## src/rtl/core/cnt_pkg.sv

```systemverilog
// ----------------------------------------------------------------------------
// cnt_pkg
// Types and constants shared by the conditional nesting tracker.
// ----------------------------------------------------------------------------
`default_nettype none

package cnt_pkg;

    // deepest nesting level the stack holds
    localparam int MAX_NEST = 32;

    localparam int LVL_W   = $clog2(MAX_NEST + 1);
    localparam int IDX_W   = (MAX_NEST > 1) ? $clog2(MAX_NEST) : 1;
    localparam int DEPTH_W = 6;

    typedef enum logic [2:0] {
        MODE_IF     = 3'd0,
        MODE_IFDEF  = 3'd1,
        MODE_IFNDEF = 3'd2,
        MODE_ELIF   = 3'd3,
        MODE_ELSE   = 3'd4,
        MODE_ENDIF  = 3'd5
    } t_mode;

    typedef enum logic [1:0] {
        BR_TRUE  = 2'd0,
        BR_FALSE = 2'd1,
        BR_NEVER = 2'd2
    } t_br;

    typedef enum logic [2:0] {
        ERR_NONE       = 3'd0,
        ERR_ELSE_TWICE = 3'd1,
        ERR_ELIF_OUT   = 3'd2,
        ERR_ELSE_OUT   = 3'd3,
        ERR_ENDIF_OUT  = 3'd4,
        ERR_OVERFLOW   = 3'd5
    } t_err;

    typedef struct packed {
        logic [2:0] mode;
        logic       cond_true;
        logic       name_present;
    } t_item;

    // one stack level: else-seen flag and branch state
    typedef struct packed {
        logic els;
        t_br  st;
    } t_ent;

    typedef struct packed {
        logic [LVL_W-1:0] level;
        t_br              cur;
        logic             top_else;
    } t_state;

    typedef struct packed {
        logic             en;
        logic [IDX_W-1:0] idx;
        t_ent             ent;
    } t_wr;

    typedef struct packed {
        logic               emit_active;
        t_br                branch_state;
        logic [DEPTH_W-1:0] nest_depth;
        t_err               error_code;
        logic               bad_symbol;
    } t_res;

endpackage

`default_nettype wire

```

## src/rtl/core/cnt_step.sv

```systemverilog
// ----------------------------------------------------------------------------
// cnt_step
// Next-state and result logic for one directive against the stack top.
// ----------------------------------------------------------------------------
`default_nettype none

module cnt_step
    import cnt_pkg::*;
(
    input  wire t_item  i_item,
    input  wire t_state i_state,
    input  wire t_ent   i_below,     // entry one level under the top
    output t_state      o_state,
    output t_wr         o_wr,
    output t_res        o_res
);

    t_br              w_open_st;
    t_br              w_alt_st;
    logic             w_full;
    logic             w_bad;
    t_err             w_err;
    logic             w_push;
    logic             w_upd;
    t_state           w_nxt;

    always_comb begin
        w_full    = (i_state.level >= LVL_W'(MAX_NEST));
        w_bad     = 1'b0;
        w_open_st = BR_NEVER;
        if (i_state.cur == BR_TRUE) begin
            if (t_mode'(i_item.mode) == MODE_IF) begin
                w_open_st = i_item.cond_true ? BR_TRUE : BR_FALSE;
            end else if (!i_item.name_present) begin
                w_open_st = BR_FALSE;
                w_bad     = 1'b1;
            end else if ((t_mode'(i_item.mode) == MODE_IFDEF) == i_item.cond_true) begin
                w_open_st = BR_TRUE;
            end else begin
                w_open_st = BR_FALSE;
            end
        end

        // elif/else: a taken branch closes, a pending one may open
        case (i_state.cur)
            BR_TRUE:  w_alt_st = BR_NEVER;
            BR_FALSE: w_alt_st = (t_mode'(i_item.mode) == MODE_ELSE || i_item.cond_true)
                                 ? BR_TRUE : BR_FALSE;
            default:  w_alt_st = i_state.cur;
        endcase
    end

    always_comb begin
        w_nxt  = i_state;
        w_err  = ERR_NONE;
        w_push = 1'b0;
        w_upd  = 1'b0;
        unique case (t_mode'(i_item.mode)) inside
            MODE_IF, MODE_IFDEF, MODE_IFNDEF: begin
                if (w_full) begin
                    w_err = ERR_OVERFLOW;
                end else begin
                    w_push         = 1'b1;
                    w_nxt.level    = i_state.level + LVL_W'(1);
                    w_nxt.cur      = w_open_st;
                    w_nxt.top_else = 1'b0;
                end
            end
            MODE_ELIF, MODE_ELSE: begin
                if (i_state.level == '0) begin
                    w_err = (t_mode'(i_item.mode) == MODE_ELIF) ? ERR_ELIF_OUT : ERR_ELSE_OUT;
                end else if (i_state.top_else) begin
                    w_err = ERR_ELSE_TWICE;
                end else begin
                    w_upd          = 1'b1;
                    w_nxt.cur      = w_alt_st;
                    w_nxt.top_else = (t_mode'(i_item.mode) == MODE_ELSE);
                end
            end
            MODE_ENDIF: begin
                if (i_state.level == '0) begin
                    w_err = ERR_ENDIF_OUT;
                end else begin
                    w_nxt.level    = i_state.level - LVL_W'(1);
                    w_nxt.cur      = i_below.st;
                    w_nxt.top_else = i_below.els;
                end
            end
            default: ;
        endcase
    end

    assign o_state    = w_nxt;
    assign o_wr.en    = w_push || w_upd;
    assign o_wr.idx   = IDX_W'(w_nxt.level - LVL_W'(1));
    assign o_wr.ent   = '{els: w_nxt.top_else, st: w_nxt.cur};

    assign o_res.emit_active  = (w_nxt.cur == BR_TRUE);
    assign o_res.branch_state = w_nxt.cur;
    assign o_res.nest_depth   = DEPTH_W'(w_nxt.level);
    assign o_res.error_code   = w_err;
    // the missing-identifier flag stands even when the push overflows
    assign o_res.bad_symbol   = w_bad &&
                                (t_mode'(i_item.mode) == MODE_IFDEF ||
                                 t_mode'(i_item.mode) == MODE_IFNDEF);

endmodule

`default_nettype wire

```

## src/rtl/core/conditional_nesting_tracker.sv

```systemverilog
// ----------------------------------------------------------------------------
// conditional_nesting_tracker
// Follows nested conditional-compilation directives and reports branch
// state, nesting depth and errors for each one.
// ----------------------------------------------------------------------------
//  channel  dir  tdata bits (low first)                            tuser/tlast
//  s        in   mode[2:0] cond_true[3] name_present[4] (8 bits)   none
//  m        out  emit_active[0] branch_state[2:1] nest_depth[8:3]  none
//                error_code[11:9] bad_symbol[12] (16 bits)
//
//  One directive per cycle sustained while the result side accepts; each
//  result passes through the input register, then the result register.
//  The stack top lives in registers, so each step is one push, pop or top
//  update; lower levels sit in a 32-entry register stack read at one index.
//  Reset clears depth and the input and result valid flags; the stack
//  contents need no clearing. A stalled result stalls the input once the
//  input register holds a directive.
// ----------------------------------------------------------------------------
`default_nettype none

module conditional_nesting_tracker
    import cnt_pkg::*;
(
    input  wire         i_clk,
    input  wire         i_rst_n,
    input  wire         i_s_tvalid,
    output logic        o_s_tready,
    input  wire  [7:0]  i_s_tdata,   // mode[2:0], cond_true[3], name_present[4]
    output logic        o_m_tvalid,
    input  wire         i_m_tready,
    output logic [15:0] o_m_tdata    // emit_active[0], branch_state[2:1],
                                     // nest_depth[8:3], error_code[11:9],
                                     // bad_symbol[12]
);

    logic             r_in_valid;
    t_item            r_in;
    logic             r_out_valid;
    t_res             r_out;
    t_state           r_state;
    t_ent             r_stk [MAX_NEST];

    logic             w_out_free;
    logic             w_proc;
    t_ent             w_below;
    t_state           n_state;
    t_wr              w_wr;
    t_res             n_out;

    assign w_out_free = !r_out_valid || i_m_tready;
    assign w_proc     = r_in_valid && w_out_free;
    assign o_s_tready = !r_in_valid || w_out_free;

    // level 0 has a fixed true state
    always_comb begin
        if (r_state.level <= LVL_W'(1)) begin
            w_below = '{els: 1'b0, st: BR_TRUE};
        end else begin
            w_below = r_stk[IDX_W'(r_state.level - LVL_W'(2))];
        end
    end

    cnt_step u_step (
        .i_item  (r_in),
        .i_state (r_state),
        .i_below (w_below),
        .o_state (n_state),
        .o_wr    (w_wr),
        .o_res   (n_out)
    );

    always_ff @(posedge i_clk) begin
        if (!i_rst_n) begin
            r_in_valid  <= 1'b0;
            r_out_valid <= 1'b0;
            r_state     <= '{level: '0, cur: BR_TRUE, top_else: 1'b0};
        end else begin
            if (o_s_tready) begin
                r_in_valid <= i_s_tvalid;
            end
            if (w_out_free) begin
                r_out_valid <= r_in_valid;
            end
            if (w_proc) begin
                r_state <= n_state;
            end
        end
    end

    always_ff @(posedge i_clk) begin
        if (o_s_tready && i_s_tvalid) begin
            r_in.mode         <= i_s_tdata[2:0];
            r_in.cond_true    <= i_s_tdata[3];
            r_in.name_present <= i_s_tdata[4];
        end
        if (w_proc) begin
            r_out <= n_out;
        end
        if (w_proc && w_wr.en) begin
            r_stk[w_wr.idx] <= w_wr.ent;
        end
    end

    assign o_m_tvalid = r_out_valid;
    assign o_m_tdata  = {3'b000, r_out.bad_symbol, r_out.error_code, r_out.nest_depth,
                         r_out.branch_state, r_out.emit_active};

    // overflow is only reported with the stack full
    a_ovf_full: assert property (@(posedge i_clk) disable iff (!i_rst_n)
        (o_m_tvalid && r_out.error_code == ERR_OVERFLOW)
        |-> (r_out.nest_depth == DEPTH_W'(MAX_NEST)))
        else $error("overflow reported below full depth");

    a_lvl_range: assert property (@(posedge i_clk) disable iff (!i_rst_n)
        r_state.level <= LVL_W'(MAX_NEST))
        else $error("nesting level beyond stack depth");

    a_endif_pop: assert property (@(posedge i_clk) disable iff (!i_rst_n)
        (w_proc && t_mode'(r_in.mode) == MODE_ENDIF && r_state.level != '0)
        |=> (r_state.level == $past(r_state.level) - LVL_W'(1)))
        else $error("endif did not pop one level");

    a_err_hold: assert property (@(posedge i_clk) disable iff (!i_rst_n)
        (w_proc && n_out.error_code != ERR_NONE) |=> $stable(r_state))
        else $error("stack changed on a failed directive");

endmodule

`default_nettype wire

```

## config.mk

```make
export PLATFORM = sky130hd
export DESIGN_NAME = conditional_nesting_tracker
export DESIGN_NICKNAME = d
export VERILOG_FILES = /design/src/rtl/core/cnt_pkg.sv /design/src/rtl/core/cnt_step.sv /design/src/rtl/core/conditional_nesting_tracker.sv
export SDC_FILE = /design/constraint.sdc
export NUM_CORES = 1
export LEC_CHECK = 0
export ABC_AREA = 0
export BUFFER_PORTS_ARGS = -buffer_cell sky130_fd_sc_hd__buf_2
export CAP_MARGIN = 25
export CORE_UTILIZATION = 45
export CTS_CLUSTER_SIZE = 14
export DETAILED_ROUTE_END_ITERATION = 7
export PLACE_DENSITY = 0.72
export SLEW_MARGIN = 25
export SYNTH_ARGS = -nofsm -noshare
export SYNTH_HDL_FRONTEND = slang
export SYNTH_HIERARCHICAL = 1
export SYNTH_SLANG_ARGS = --single-unit
```

## constraint.sdc

```tcl
create_clock -name i_clk -period 3.1 [get_ports i_clk]
set_clock_uncertainty 0.1 [all_clocks]
set_input_delay 0.465 -clock i_clk [delete_from_list [all_inputs] [get_ports i_clk]]
set_output_delay 0.465 -clock i_clk [all_outputs]
set_load 0.02 [all_outputs]
```

==> results by group <==
Setup path
  – Crit. End Element: register
  – Reg2Reg Depth: 10
  – Worst Setup Start Kind: register
  – Kind of critical path: register to register
  – Crit. Startpoint: r_state[5]$_SDFFE_PN0P_
  – Worst Path Required: 3130 ps
  – CP max FO: 8
  – Critical Path Sink: r_stk[17][0]$_DFFE_PP_
  – Crit path DAT: 3160 ps
  – Reg-to-Reg Start: r_state[5]$_SDFFE_PN0P_
  – Reg-to-reg slack, setup: -30 ps
  – R2R Path End: r_stk[17][0]$_DFFE_PP_

Clocking
  – H-tree Lvls: 4
  – Cts bufs inserted: 17
  – Root buf cell: clkbuf_16
  – TritonCTS Sinks: 125
  – Clock buffer depth: 2
  – CTS clk-pin slew, worst paths: 60 ps
  – Clk_lat worst skew: 420 ps
  – CTS tree: built

Global route
  – First-pass GRT wire length: 19.45 mm
  – Vias in the first global route: 3529
  – Grt total ovfl: 0
  – Global-route usage over all layers: 20.20%
  – Largest net degree at the start of global routing: 36
  – Initial antenna violation count: 0

Layout
  – Fillers: 960
  – Commonest non-fill, non-tap cell in the layout: edfxtp_1
  – # diodes: 0
  – Nets: 492
  – Final Cell Area: 7358 um2
  – Layout cells sized above 1: 38.24%
  – Final core occ: 58.07%
  – Commonest cells after routing, fill and taps aside: edfxtp_1, buf_4, nand2_1, buf_2, nor2_2
  – Syn-to-layout area delta: 25.18%

Drt
  – DR iter-0 viols: 454
  – Vias per cell: 5.628
  – # DRC: 0
  – Detailed-route wire length per cell: 19.92 um
  – DRT Wirelength: 13.17 mm
  – Post-route ant nets: 0
  – Vias: 3720
  – DRT Pass-1 Iters: 5

Timing
  – Worst Tran Pin Value: 585.9 ps
  – Slew HR: 60.94%
  – Final slew viol count: 0
  – Final period util: 101.0%
  – Fmax achieved: 0.3194 GHz
  – Final worst setup slack: -31.29 ps
  – Worst hold slack: 117.1 ps
  – Final-report hold violation count: 0
  – Tmin final: 3131 ps
  – Unrepaired setup endpoints after global routing: yes
  – Final setup viols: 12
  – Total negative slack: -272.3 ps

Synth
  – Asr flop ratio synth: 0%
  – Post-synth EDFFs: 114
  – Top_reg_cell synth: edfxtp_1
  – Syn Inst Count: 401
  – Seq cells post-synth: 125
  – Mapped Area: 5878 um2
  – Ys Warns: 6
  – Synth unique cells: 61
  – Avg Inst Size Synth: 14.66 um2
  – Register area share after synthesis: 61.98%

Floorplanning
  – Die area: 13520 um2
  – Row count: 41
  – Initial core utilization: 46.39%
  – Die H: 116.3 um
  – Die Width: 116.3 um
  – Io pins: 30
  – CORE AREA: 12670 um2

Run
  – Maximum capacitance violations: 0

Place
  – Gpl congestion: 0.8673
  – Port buffer count: 23
  – Hpwl dp: 8.208 mm
  – Placed Area: 6457 um2
  – Place WS: -146.1 ps

Worst hold path
  – Hold Path Class: input pin to register

Power
  – Static Leak: 2.539 nW
  – Max rail drop VDD: 0.4206 mV
  – P per Cell Area: 573.6 nW/um2

Outcome
  – Status: complete, but fails checks
  – Violated checks: negative setup slack
-- through the flow --
stage          power, mW  cells
3_5_place_dp       2.209    621
5_1_grt            4.345    661
4_1_cts            4.197    653
6_report           4.221    661
3_3_place_gp       2.200    621
2_1_floorplan      2.103    403
-- layout make-up --
type                            instances  area, um2  share of cell area, %
Inverter                               12      45.04                 0.6121
Clock buffer                           18      429.2                  5.832
Clock inverter                         14      167.7                  2.279
Sequential cell                       125       3650                  49.60
Multi-Input combinational cell        235       2167                  29.45
Tap cell                              172      215.2                  2.925
Timing Repair Buffer                   85      684.4                  9.301
-- flip-flops by register name, indices dropped and copies added (netlist names) --
signal / cells
o_m_tdata: 13
r_stk: 96
r_in: 5
r_in_valid: 1
o_m_tvalid: 1
r_state: 9
-- Yosys cell counts (3+ instances only) --
library cell  count  area, um2
nand3_1           5      25.02
nor2_1           43      161.4
buf_4            15      112.6
dfxtp_1          11      220.2
mux2i_1          12      120.1
or3_1             3      18.77
nor3b_1           4      30.03
nand4_1           3      18.77
a211o_1           3      26.28
or4_1             3      22.52
a21oi_1           9      45.04
nand2b_1          6      37.54
nand3b_1          6      45.04
o21ai_0           6      30.03
a21boi_0         10      75.07
xnor2_1           6      52.55
inv_1            12      45.04
a221oi_1          3      26.28
mux4_2           15      337.8
nand2_1          27      101.4
buf_6             5      56.30
clkbuf_1          8      30.03
nor2b_1           6      37.54
ha_1              4      50.05
edfxtp_1        114       3423
nor3_1            4      20.02
mux4_1            9      236.5
and2_1            3      18.77
-- logic make-up after synthesis --
| family | share of synthesized area, % |
|---|---|
| buffers and inverters | 4.747 |
| XOR/XNOR | 1.916 |
| multiplexers | 12.01 |
| flip-flops | 61.98 |
| AND/OR/NAND/NOR | 12.05 |
| AO/OA/AOI/OAI | 6.386 |
| adder cells (fa/ha/maj) | 0.8515 |
| other | 0.06380 |
-- what timing repair did --
item                                   CTS  global route
endpoints found under the hold margin    0             0
setup buffers                            0             7
gates cloned                             0             1
pin swaps                                1             9
resized for setup                       16            47
hold buffers                             0             0
setup endpoints to repair               49           164
-- worst max-delay path, stage by stage (launching register included) --
cell and delay [ps]:
dfxtp_1 340, buf_4 150, nor4_4 360, nand2_2 110, a222oi_1 330, buf_4 180
and2_4 160, nand3b_4 100, xnor2_4 340, or3b_4 510, nor2_4 150
-- report_power, final --
part	total (mW)	switching [mW]	internal (mW)
sequential	1.87	0.00939	1.86
combinational	0.355	0.206	0.149
clock	1.99	0.732	1.26
-- metal layers --
metal,track usage [%],wire (um),vias up
met5,0,0,-
met4,8.632,251,0
met3,4.722,609,25
met2,33.02,6788,119
met1,25.86,5520,1889
li1,-,-,1687
-- worst min path at each step --
stage	from	end	slack (ps)	depth (start not counted)
5_1_grt	i_s_tdata[3]	r_in[1]$_DFFE_PP_	110	1
6_report	i_s_tdata[0]	r_in[2]$_DFFE_PP_	120	1
3_3_place_gp	r_in_valid$_SDFFE_PN0P_	o_m_tvalid$_SDFFE_PN0P_	400	1
2_1_floorplan	r_in_valid$_SDFFE_PN0P_	o_m_tvalid$_SDFFE_PN0P_	390	1
3_5_place_dp	r_in_valid$_SDFFE_PN0P_	o_m_tvalid$_SDFFE_PN0P_	410	1
4_1_cts	i_s_tdata[0]	r_in[2]$_DFFE_PP_	110	1
(Power assumes the default switching activity.)
